[src/hdl/ffha_pkg.sv]
// ----------------------------------------------------------------------------
// ffha_pkg
// shared types, codes and defaults of the first-fit heap allocator
// ----------------------------------------------------------------------------
package ffha_pkg;

    localparam int DEF_TABLE_ENTRIES = 64;
    localparam int DEF_OFFSET_BITS   = 24;
    localparam int HEAP_BITS         = 24;
    localparam int ALIGN_BITS        = 13;
    localparam int CNT_BITS          = 7;
    localparam int HEAP_RESET        = 65536;
    localparam int DEFAULT_ALIGN     = 4;

    localparam logic REG_HEAP  = 1'b0;
    localparam logic REG_ALIGN = 1'b1;

    typedef enum logic {
        CMD_ALLOC = 1'b0,
        CMD_FREE  = 1'b1
    } t_cmd;

    typedef enum logic [1:0] {
        ST_OK        = 2'd0,
        ST_NO_FIT    = 2'd1,
        ST_FULL      = 2'd2,
        ST_NOT_FOUND = 2'd3
    } t_status;

    typedef enum logic [2:0] {
        S_INIT,
        S_IDLE,
        S_RD,
        S_EVAL,
        S_MOD,
        S_FIT,
        S_TAKE
    } t_state;

    typedef struct packed {
        logic    init_wr;
        logic    accept;
        logic    rd;
        logic    next;
        logic    div_start;
        logic    div_step;
        logic    split_wr;
        logic    take_wr;
        logic    free_wr;
        logic    respond;
        t_status code;
    } t_ctrl;

    typedef struct packed {
        logic is_free;
        logic match;
        logic fits;
        logic exact;
        logic last;
        logic full;
        logic div_done;
        logic zero_size;
        logic cmd_free;
    } t_dp_stat;

endpackage

[src/hdl/ffha_ctrl.sv]
// ----------------------------------------------------------------------------
// ffha_ctrl
// sequencer for table scan, alignment remainder and table updates
// ----------------------------------------------------------------------------
module ffha_ctrl (
    input  logic              i_clk,
    input  logic              i_rst_n,
    input  logic              i_reinit,
    input  logic              i_start,
    input  ffha_pkg::t_dp_stat i_stat,
    output ffha_pkg::t_ctrl   o_ctrl,
    output logic              o_busy
);

    ffha_pkg::t_state r_state, n_state;

    always_ff @(posedge i_clk) begin
        if (!i_rst_n) begin
            r_state <= ffha_pkg::S_INIT;
        end else begin
            r_state <= n_state;
        end
    end

    always_comb begin
        n_state = r_state;
        unique case (r_state)
            ffha_pkg::S_INIT: n_state = i_reinit ? ffha_pkg::S_INIT : ffha_pkg::S_IDLE;
            ffha_pkg::S_IDLE: begin
                priority if (i_reinit) n_state = ffha_pkg::S_INIT;
                else if (i_start)      n_state = ffha_pkg::S_RD;
                else                   n_state = ffha_pkg::S_IDLE;
            end
            ffha_pkg::S_RD: n_state = ffha_pkg::S_EVAL;
            ffha_pkg::S_EVAL: begin
                if (i_stat.cmd_free) begin
                    if ((!i_stat.is_free && i_stat.match) || i_stat.last)
                        n_state = ffha_pkg::S_IDLE;
                    else
                        n_state = ffha_pkg::S_RD;
                end else begin
                    priority if (i_stat.zero_size) n_state = ffha_pkg::S_IDLE;
                    else if (i_stat.is_free)       n_state = ffha_pkg::S_MOD;
                    else if (i_stat.last)          n_state = ffha_pkg::S_IDLE;
                    else                           n_state = ffha_pkg::S_RD;
                end
            end
            ffha_pkg::S_MOD: begin
                if (i_stat.div_done) n_state = ffha_pkg::S_FIT;
            end
            ffha_pkg::S_FIT: begin
                priority if (i_stat.fits && !i_stat.exact && !i_stat.full)
                    n_state = ffha_pkg::S_TAKE;
                else if (i_stat.fits || i_stat.last)
                    n_state = ffha_pkg::S_IDLE;
                else
                    n_state = ffha_pkg::S_RD;
            end
            ffha_pkg::S_TAKE: n_state = ffha_pkg::S_IDLE;
            default: n_state = ffha_pkg::S_INIT;
        endcase
    end

    always_comb begin
        o_ctrl      = '0;
        o_ctrl.code = ffha_pkg::ST_OK;
        unique case (r_state)
            ffha_pkg::S_INIT: o_ctrl.init_wr = 1'b1;
            ffha_pkg::S_IDLE: o_ctrl.accept = i_start && !i_reinit;
            ffha_pkg::S_RD:   o_ctrl.rd = 1'b1;
            ffha_pkg::S_EVAL: begin
                if (i_stat.cmd_free) begin
                    priority if (!i_stat.is_free && i_stat.match) begin
                        o_ctrl.free_wr = 1'b1;
                        o_ctrl.respond = 1'b1;
                    end else if (i_stat.last) begin
                        o_ctrl.respond = 1'b1;
                        o_ctrl.code    = ffha_pkg::ST_NOT_FOUND;
                    end else begin
                        o_ctrl.next = 1'b1;
                    end
                end else begin
                    priority if (i_stat.zero_size) begin
                        o_ctrl.respond = 1'b1;
                        o_ctrl.code    = ffha_pkg::ST_NO_FIT;
                    end else if (i_stat.is_free) begin
                        o_ctrl.div_start = 1'b1;
                    end else if (i_stat.last) begin
                        o_ctrl.respond = 1'b1;
                        o_ctrl.code    = ffha_pkg::ST_NO_FIT;
                    end else begin
                        o_ctrl.next = 1'b1;
                    end
                end
            end
            ffha_pkg::S_MOD: o_ctrl.div_step = 1'b1;
            ffha_pkg::S_FIT: begin
                priority if (i_stat.fits && i_stat.exact) begin
                    o_ctrl.take_wr = 1'b1;
                    o_ctrl.respond = 1'b1;
                end else if (i_stat.fits && i_stat.full) begin
                    o_ctrl.respond = 1'b1;
                    o_ctrl.code    = ffha_pkg::ST_FULL;
                end else if (i_stat.fits) begin
                    o_ctrl.split_wr = 1'b1;
                end else if (i_stat.last) begin
                    o_ctrl.respond = 1'b1;
                    o_ctrl.code    = ffha_pkg::ST_NO_FIT;
                end else begin
                    o_ctrl.next = 1'b1;
                end
            end
            ffha_pkg::S_TAKE: begin
                o_ctrl.take_wr = 1'b1;
                o_ctrl.respond = 1'b1;
            end
            default: o_ctrl.init_wr = 1'b1;
        endcase
    end

    assign o_busy = (r_state != ffha_pkg::S_IDLE);

endmodule

[src/hdl/ffha_dp.sv]
// ----------------------------------------------------------------------------
// ffha_dp
// block table memory, remainder unit, counters and result registers
// ----------------------------------------------------------------------------
module ffha_dp #(
    parameter int TABLE_ENTRIES = ffha_pkg::DEF_TABLE_ENTRIES,
    parameter int OFFSET_BITS   = ffha_pkg::DEF_OFFSET_BITS
) (
    input  logic                            i_clk,
    input  logic                            i_rst_n,
    input  ffha_pkg::t_ctrl                 i_ctrl,
    input  logic [ffha_pkg::HEAP_BITS-1:0]  i_heap,
    input  logic [ffha_pkg::ALIGN_BITS-1:0] i_align,
    input  logic                            i_cmd,
    input  logic [OFFSET_BITS-1:0]          i_req_size,
    input  logic [OFFSET_BITS-1:0]          i_cell_offset,
    output ffha_pkg::t_dp_stat              o_stat,
    output logic                            o_done,
    output logic [1:0]                      o_status,
    output logic [OFFSET_BITS-1:0]          o_granted_offset,
    output logic [OFFSET_BITS-1:0]          o_bytes_in_use,
    output logic [ffha_pkg::CNT_BITS-1:0]   o_cells_in_use
);

    localparam int IW  = (TABLE_ENTRIES > 1) ? $clog2(TABLE_ENTRIES) : 1;
    localparam int UW  = $clog2(TABLE_ENTRIES + 1);
    localparam int EW  = 1 + 2 * OFFSET_BITS;
    localparam int AB  = ffha_pkg::ALIGN_BITS;
    localparam int WW  = ((OFFSET_BITS > AB) ? OFFSET_BITS : AB) + 1;
    localparam int DCW = $clog2(OFFSET_BITS);

    logic [EW-1:0] r_mem [TABLE_ENTRIES];
    logic [EW-1:0] r_rd_data;

    logic [IW-1:0]                  r_idx;
    logic [UW-1:0]                  r_used;
    logic [OFFSET_BITS-1:0]         r_total;
    logic [ffha_pkg::CNT_BITS-1:0]  r_cells;
    logic                           r_cmd;
    logic [OFFSET_BITS-1:0]         r_size;
    logic [OFFSET_BITS-1:0]         r_ofs;
    logic [AB-1:0]                  r_rem;
    logic [OFFSET_BITS-1:0]         r_dvd;
    logic [DCW-1:0]                 r_dcnt;
    logic                           r_done;
    logic [1:0]                     r_status;
    logic [OFFSET_BITS-1:0]         r_granted;

    logic                   e_free;
    logic [OFFSET_BITS-1:0] e_start, e_len;
    logic [AB-1:0]          al, pad;
    logic [AB:0]            trial;
    logic [WW-1:0]          len_w, pad_w, size_w, avail_w;
    logic [OFFSET_BITS-1:0] start_al;
    logic                   wr_en;
    logic [IW-1:0]          wr_addr;
    logic [EW-1:0]          wr_data;

    assign e_free  = r_rd_data[EW-1];
    assign e_start = r_rd_data[2*OFFSET_BITS-1:OFFSET_BITS];
    assign e_len   = r_rd_data[OFFSET_BITS-1:0];

    assign al    = (i_align == '0) ? AB'(ffha_pkg::DEFAULT_ALIGN) : i_align;
    assign trial = {r_rem, r_dvd[OFFSET_BITS-1]};
    assign pad   = (r_rem == '0) ? '0 : AB'(al - r_rem);

    assign len_w    = WW'(e_len);
    assign pad_w    = WW'(pad);
    assign size_w   = WW'(r_size);
    assign avail_w  = len_w - pad_w;
    assign start_al = OFFSET_BITS'(e_start + OFFSET_BITS'(pad));

    always_comb begin
        o_stat.is_free   = e_free;
        o_stat.match     = (e_start == r_ofs);
        o_stat.fits      = (len_w >= pad_w) && (avail_w >= size_w);
        o_stat.exact     = (avail_w == size_w);
        o_stat.last      = (UW'(r_idx) + UW'(1)) >= r_used;
        o_stat.full      = (r_used >= UW'(TABLE_ENTRIES));
        o_stat.div_done  = (r_dcnt == DCW'(OFFSET_BITS - 1));
        o_stat.zero_size = (r_size == '0);
        o_stat.cmd_free  = (r_cmd == ffha_pkg::CMD_FREE);
    end

    // one write port shared by init, split, take and free
    always_comb begin
        wr_en   = 1'b1;
        wr_addr = r_idx;
        wr_data = r_rd_data;
        priority if (i_ctrl.init_wr) begin
            wr_addr = '0;
            wr_data = {1'b1, {OFFSET_BITS{1'b0}}, OFFSET_BITS'(i_heap)};
        end else if (i_ctrl.split_wr) begin
            wr_addr = r_used[IW-1:0];
            wr_data = {1'b1, OFFSET_BITS'(start_al + r_size),
                       OFFSET_BITS'(avail_w - size_w)};
        end else if (i_ctrl.take_wr) begin
            wr_data = {1'b0, start_al, r_size};
        end else if (i_ctrl.free_wr) begin
            wr_data = {1'b1, e_start, e_len};
        end else begin
            wr_en = 1'b0;
        end
    end

    always_ff @(posedge i_clk) begin
        if (wr_en) r_mem[wr_addr] <= wr_data;
        if (i_ctrl.rd) r_rd_data <= r_mem[r_idx];
    end

    always_ff @(posedge i_clk) begin
        if (!i_rst_n) begin
            r_used  <= UW'(1);
            r_total <= '0;
            r_cells <= '0;
            r_idx   <= '0;
            r_dcnt  <= '0;
            r_done  <= 1'b0;
        end else begin
            r_done <= i_ctrl.respond;
            if (i_ctrl.init_wr) begin
                r_used  <= UW'(1);
                r_total <= '0;
                r_cells <= '0;
            end
            if (i_ctrl.accept) r_idx <= '0;
            if (i_ctrl.next)   r_idx <= IW'(r_idx + 1'b1);
            if (i_ctrl.split_wr) r_used <= UW'(r_used + 1'b1);
            if (i_ctrl.take_wr) begin
                r_total <= OFFSET_BITS'(r_total + r_size);
                r_cells <= ffha_pkg::CNT_BITS'(r_cells + 1'b1);
            end
            if (i_ctrl.free_wr) begin
                r_total <= OFFSET_BITS'(r_total - e_len);
                r_cells <= ffha_pkg::CNT_BITS'(r_cells - 1'b1);
            end
            if (i_ctrl.div_start) r_dcnt <= '0;
            if (i_ctrl.div_step)  r_dcnt <= DCW'(r_dcnt + 1'b1);
        end
    end

    // restoring remainder, one dividend bit a cycle from the top
    always_ff @(posedge i_clk) begin
        if (i_ctrl.accept) begin
            r_cmd  <= i_cmd;
            r_size <= i_req_size;
            r_ofs  <= i_cell_offset;
        end
        if (i_ctrl.div_start) begin
            r_rem <= '0;
            r_dvd <= e_start;
        end
        if (i_ctrl.div_step) begin
            r_rem <= (trial >= {1'b0, al}) ? AB'(trial - {1'b0, al}) : AB'(trial);
            r_dvd <= {r_dvd[OFFSET_BITS-2:0], 1'b0};
        end
        if (i_ctrl.respond) begin
            r_status  <= i_ctrl.code;
            r_granted <= (i_ctrl.code == ffha_pkg::ST_OK && r_cmd == ffha_pkg::CMD_ALLOC)
                         ? start_al : '0;
        end
    end

    assign o_done           = r_done;
    assign o_status         = r_status;
    assign o_granted_offset = r_granted;
    assign o_bytes_in_use   = r_total;
    assign o_cells_in_use   = r_cells;

`ifndef SYNTHESIS
    a_used_range: assert property (@(posedge i_clk) disable iff (!i_rst_n)
        (r_used != '0) && (r_used <= UW'(TABLE_ENTRIES)))
        else $error("entry count out of range");
    a_split_room: assert property (@(posedge i_clk) disable iff (!i_rst_n)
        i_ctrl.split_wr |-> (r_used < UW'(TABLE_ENTRIES)) && e_free)
        else $error("split without room or on a taken entry");
    a_take_free: assert property (@(posedge i_clk) disable iff (!i_rst_n)
        i_ctrl.take_wr |-> e_free && o_stat.fits)
        else $error("cell taken from an entry that does not fit");
    a_split_take: assert property (@(posedge i_clk) disable iff (!i_rst_n)
        i_ctrl.split_wr |=> i_ctrl.take_wr)
        else $error("split not followed by take");
`endif

endmodule

[src/hdl/first_fit_heap_allocator.sv]
// ----------------------------------------------------------------------------
// first_fit_heap_allocator
// first-fit allocator over a table of heap blocks, results are offsets
// ----------------------------------------------------------------------------
// channel   direction  handshake                  payload
// request   in         start & !busy              i_cmd, i_req_size, i_cell_offset
// result    out        o_done, one cycle          o_status, o_granted_offset,
//                                                 o_bytes_in_use, o_cells_in_use
// config    in/out     psel & penable & pwrite    paddr, pwdata, prdata, pready
//
// a request reads and evaluates each table entry it visits; for each free
// entry an allocate inspects it also computes a bit-serial remainder by the
// alignment, and a block that is split is written in an extra take state
// after reset, and after a heap write while idle, the init state rebuilds
// the table, busy high; results cannot be stalled and show for exactly one cycle
// ----------------------------------------------------------------------------
module first_fit_heap_allocator #(
    parameter int TABLE_ENTRIES = ffha_pkg::DEF_TABLE_ENTRIES,
    parameter int OFFSET_BITS   = ffha_pkg::DEF_OFFSET_BITS
) (
    input  logic                          i_clk,
    input  logic                          i_rst_n,
    input  logic                          start,
    output logic                          busy,
    input  logic                          i_cmd,
    input  logic [OFFSET_BITS-1:0]        i_req_size,
    input  logic [OFFSET_BITS-1:0]        i_cell_offset,
    output logic                          o_done,
    output logic [1:0]                    o_status,
    output logic [OFFSET_BITS-1:0]        o_granted_offset,
    output logic [OFFSET_BITS-1:0]        o_bytes_in_use,
    output logic [ffha_pkg::CNT_BITS-1:0] o_cells_in_use,
    input  logic                          psel,
    input  logic                          penable,
    input  logic                          pwrite,
    input  logic [2:0]                    paddr,
    input  logic [31:0]                   pwdata,
    output logic [31:0]                   prdata,
    output logic                          pready
);

    logic [ffha_pkg::HEAP_BITS-1:0]  r_heap;
    logic [ffha_pkg::ALIGN_BITS-1:0] r_align;
    logic                            cfg_wr, reinit;
    ffha_pkg::t_ctrl                 ctrl;
    ffha_pkg::t_dp_stat              stat;

    assign pready = 1'b1;
    assign cfg_wr = psel && penable && pwrite;
    assign reinit = cfg_wr && (paddr[2] == ffha_pkg::REG_HEAP);

    always_ff @(posedge i_clk) begin
        if (!i_rst_n) begin
            r_heap  <= ffha_pkg::HEAP_BITS'(ffha_pkg::HEAP_RESET);
            r_align <= '0;
        end else if (cfg_wr) begin
            if (paddr[2] == ffha_pkg::REG_HEAP) r_heap <= pwdata[ffha_pkg::HEAP_BITS-1:0];
            else                                r_align <= pwdata[ffha_pkg::ALIGN_BITS-1:0];
        end
    end

    assign prdata = (paddr[2] == ffha_pkg::REG_ALIGN)
                    ? {{(32 - ffha_pkg::ALIGN_BITS){1'b0}}, r_align}
                    : {{(32 - ffha_pkg::HEAP_BITS){1'b0}}, r_heap};

    ffha_ctrl u_ctrl (
        .i_clk    (i_clk),
        .i_rst_n  (i_rst_n),
        .i_reinit (reinit),
        .i_start  (start),
        .i_stat   (stat),
        .o_ctrl   (ctrl),
        .o_busy   (busy)
    );

    ffha_dp #(
        .TABLE_ENTRIES (TABLE_ENTRIES),
        .OFFSET_BITS   (OFFSET_BITS)
    ) u_dp (
        .i_clk            (i_clk),
        .i_rst_n          (i_rst_n),
        .i_ctrl           (ctrl),
        .i_heap           (r_heap),
        .i_align          (r_align),
        .i_cmd            (i_cmd),
        .i_req_size       (i_req_size),
        .i_cell_offset    (i_cell_offset),
        .o_stat           (stat),
        .o_done           (o_done),
        .o_status         (o_status),
        .o_granted_offset (o_granted_offset),
        .o_bytes_in_use   (o_bytes_in_use),
        .o_cells_in_use   (o_cells_in_use)
    );

endmodule
[config.mk]
export PLATFORM = sky130hd
export DESIGN_NAME = first_fit_heap_allocator
export DESIGN_NICKNAME = d
export VERILOG_FILES = /design/src/hdl/ffha_pkg.sv /design/src/hdl/ffha_ctrl.sv /design/src/hdl/ffha_dp.sv /design/src/hdl/first_fit_heap_allocator.sv
export SDC_FILE = /design/constraint.sdc
export NUM_CORES = 2
export LEC_CHECK = 0
export ABC_AREA = 1
export BUFFER_PORTS_ARGS = -buffer_cell sky130_fd_sc_hd__buf_2
export CAP_MARGIN = 20
export CORE_MARGIN = 2
export CORE_UTILIZATION = 60
export CTS_BUF_LIST = sky130_fd_sc_hd__clkbuf_2 sky130_fd_sc_hd__clkbuf_4 sky130_fd_sc_hd__clkbuf_8
export CTS_CLUSTER_SIZE = 24
export DETAILED_ROUTE_END_ITERATION = 10
export PLACE_DENSITY_LB_ADDON = 0.15
export SETUP_SLACK_MARGIN = 0.2
export SYNTH_ARGS = -nofsm -noshare
export SYNTH_HDL_FRONTEND = slang
export SYNTH_SLANG_ARGS = --single-unit
[constraint.sdc]
create_clock -name i_clk -period 19 [get_ports i_clk]
set_clock_uncertainty 0.2 [all_clocks]
set_input_delay 1.9 -clock i_clk [delete_from_list [all_inputs] [get_ports i_clk]]
set_output_delay 1.9 -clock i_clk [all_outputs]
set_load 0.01 [all_outputs]
==> results by group <==
Outcome
  – Status: finished, final reports clean

Die
  – Site Rows: 176
  – Die H: between 400 and 500 um
  – Die width: just under 500 um
  – Core Region: 229000 sq um
  – Initial Util: 60.2%
  – Die Footprint: 234000 sq um
  – Io pins: 182

Drt
  – Post-route ant nets: 0
  – 1st-iter DRT viols: about 13000
  – Wire per inst: 30.5 um
  – Initial DRT Pass Iterations: 6
  – Number of remaining DRC errors: 0
  – DR vias: ~94000
  – Vias per cell: 6.72
  – Total wire length: between 400 and 500 mm

GRT
  – Grt total ovfl: 0
  – Vias in the first global route: 91000
  – Pin count of the biggest net entering global routing: between 150 and 200
  – Initial antenna violation count: 12
  – First-pass GRT wire length: 614 mm
  – GRT Total Usage: 35.8%

STA
  – Slew Limit Fails: 0
  – Slew headroom: about 19%
  – Final setup violation count: 0
  – Maximum clock rate: 0.0916 GHz
  – Fin worst setup slack: 8.08 ns
  – Setup TNS: 0 ns
  – RSZ-0062 raised after global routing: false
  – Worst-Margin Slew: 1.21 ns
  – Tcrit/Tclk final: 57.5%
  – Hold Vio Cnt, Final: 0
  – Post-layout min period: 10.92 ns
  – Final hold slack: around 0.28 ns

Critical path
  – Cell mode on critical path: nand2_1
  – Worst stage delay on the critical path: 0.91 ns
  – Crit path buf inv count: 7
  – Critical Path RT: 19.48 ns
  – Crit Path Max Fanout: 35
  – WP data arrival: 11.40 ns
  – CP startpoint kind: flip-flop
  – CP delay by family, top: simple AND/OR/NAND/NOR gates
  – Critical path endpoint category: flip-flop
  – Critical path class: reg2reg
  – Slowest cell on crit path: inv_2

Placed design
  – DP HPWL: 232 mm
  – Dpl ws: about 8.3 ns
  – Buffers on Ports: 162
  – Final Wtd Congestion: 0.957

Clock network
  – Post-CTS Hold Buffers: 0
  – Clock slew at reported path FFs: 0.06 ns
  – CTS tree: built
  – Clk_lat worst skew: 1.10 ns
  – Setup Fix Bufs, Post-CTS: 0
  – Clock Tree Root: clkbuf_8
  – CTS buffer count: roughly 560
  – Resized cells post-CTS: 0
  – Number of H-tree levels: 6
  – CTS Buffer Depth: 4
  – Clk sinks: 3387

Yosys
  – Cell count after synthesis: approximately 10000
  – Post-Syn Area: 138000 sq um
  – Main flop type after synthesis: edfxtp_1
  – Seq/Total Area, Yosys: 73.0%
  – Count of cell types in the netlist: 61
  – Yosys warning count: 0
  – Syn avg cell area: 13.3 sq um
  – Number of flops mapped to enable cells by yosys: 3296
  – Async set-reset flop share out of synthesis: 0%
  – Synth Register Bits: ~3400

Hold path
  – Hold Crit Class: reg2reg

Power
  – Worst vdd ir: 0.0968 mV
  – Leak pwr: 52.3 nW
  – PwrDens: 102 nW/um^2

Run
  – Total of max-cap violations: 0

Final layout
  – Final Util: 66.8%
  – Final nets: 10900
  – Area grow syn2layout: 10.9%
  – Commonest non-fill, non-tap cell in the layout: edfxtp_1
  – Commonest cells after routing, fill and taps aside: edfxtp_1, a21oi_1, nand2_1
  – Share of cells above drive strength 1: approximately an eighth
Yosys cell counts (4+ instances only):
cell type / number / share of area [%]
a211oi_1: 11 / 0.060
a21boi_0: 6 / 0.033
a21o_1: 10 / 0.054
a21oi_1: 1829 / 6.6
a221oi_1: 4 / 0.025
a22oi_1: 7 / 0.038
a31oi_1: 21 / 0.095
and2_1: 4 / 0.018
buf_1: 45 / 0.12
buf_2: 28 / 0.10
buf_4: 11 / 0.060
clkbuf_1: 602 / 1.6
clkinv_1: 4 / 0.011
dfxtp_1: 91 / 1.3
edfxtp_1: 3296 / 72
fa_1: 8 / 0.12
ha_1: 159 / 1.4
inv_1: 329 / 0.89
inv_2: 10 / 0.027
nand2_1: 1414 / 3.8
nand2_2: 17 / 0.077
nand2_4: 7 / 0.057
nand3_1: 402 / 1.5
nand3_2: 8 / 0.058
nand4_1: 37 / 0.17
nor2_1: 284 / 0.77
nor2_2: 5 / 0.023
nor2_4: 8 / 0.065
nor3_1: 55 / 0.20
nor3b_1: 12 / 0.065
nor4_1: 12 / 0.054
o211ai_1: 22 / 0.12
o21a_1: 7 / 0.038
o21ai_0: 635 / 2.3
o21bai_1: 25 / 0.14
o221ai_1: 786 / 5.0
o22ai_1: 10 / 0.045
or2_2: 17 / 0.077
xnor2_1: 47 / 0.30
xor2_1: 88 / 0.56
kinds of logic (layout without fill, tap and decap cells):
kind of cell / count (synthesis) / after routing / share of synthesized area [%]
AO/OA/AOI/OAI: 3388 / 3388 / 14.7
XOR/XNOR: 135 / 135 / 0.856
adder cells (fa/ha/maj): 167 / 167 / 1.56
buffers and inverters: 1033 / 1647 / 2.88
flip-flops: 3387 / 3387 / 73.0
other: 2 / 16 / 0.00544
AND/OR/NAND/NOR: 2295 / 2295 / 7.04
cell type report:
type	instances	area (sq um)
Sequential cell	3387	101000
Clock buffer	763	9320
Timing Repair Buffer	375	2690
Tap cell	3026	3790
Inverter	344	1320
Fill cell	16300	76300
Multi-Input combinational cell	5994	34300
Antenna cell	7	17.5
Clock inverter	165	987
tightest hold or removal path, stage by stage, from the launching register on:
cell and delay, ns:
dfxtp_1 0.32, nand2_1 0.05, o21ai_0 0.07
registers in the layout, indices dropped and copies added (netlist names):
signal	count
u_dp.o_bytes_in_use	24
u_dp.r_dvd	24
r_align	13
u_dp.r_mem	3136
u_dp.r_rd_data	49
u_ctrl.r_state	3
u_dp.r_ofs	24
u_dp.r_idx	6
u_dp.o_done	1
u_dp.r_size	24
u_dp.r_dcnt	5
u_dp.o_cells_in_use	7
u_dp.r_used	7
u_dp.o_status	2
u_dp.r_cmd	1
u_dp.r_rem	13
u_dp.o_granted_offset	24
r_heap	24
routing by layer:
metal | track usage [%] | vias up | routed length [um] | part of all wire [%]
met1 | 49.2 | 46600 | 161000 | 38
li1 | - | 40400 | - | -
met3 | 8.84 | 1034 | 51900 | 12
met5 | 0 | - | 41 | 0.0096
met4 | 15.7 | 6 | 19900 | 4.6
met2 | 54.9 | 6435 | 196000 | 46
power breakdown:
group / leakage, nW / internal [mW] / switching, mW
clock network: 5.44 / 3.26 / 2.80
logic: 16.0 / 0.239 / 0.816
registers: 30.9 / 8.48 / 0.0422
total: 52.3 / 12.0 / 3.66
stage by stage:
stage | cell area, sq um | cells | total power [mW]
2_1_floorplan | 138000 | 10400 | 9.26
3_3_place_gp | 143000 | 13100 | 9.68
3_5_place_dp | 143000 | 13100 | 9.71
4_1_cts | 153000 | 14100 | 15.6
5_1_grt | 153000 | 14100 | 16.1
6_report | 153000 | 14100 | 15.6
final timing paths:
check / from / depth (start not counted) / slack [ns] / endpoint
worst min register to register: u_dp.r_dvd[0] / 2 / 0.28 / u_dp.r_dvd[0]
worst max register to register: r_align[9] / 43 / 8.08 / u_dp.r_mem[9][23]
worst min-delay path: u_dp.r_dvd[0] / 2 / 0.28 / u_dp.r_dvd[0]
worst max-delay path: r_align[9] / 43 / 8.08 / u_dp.r_mem[9][23]
Note: power is estimated with default switching activity, not from simulation.
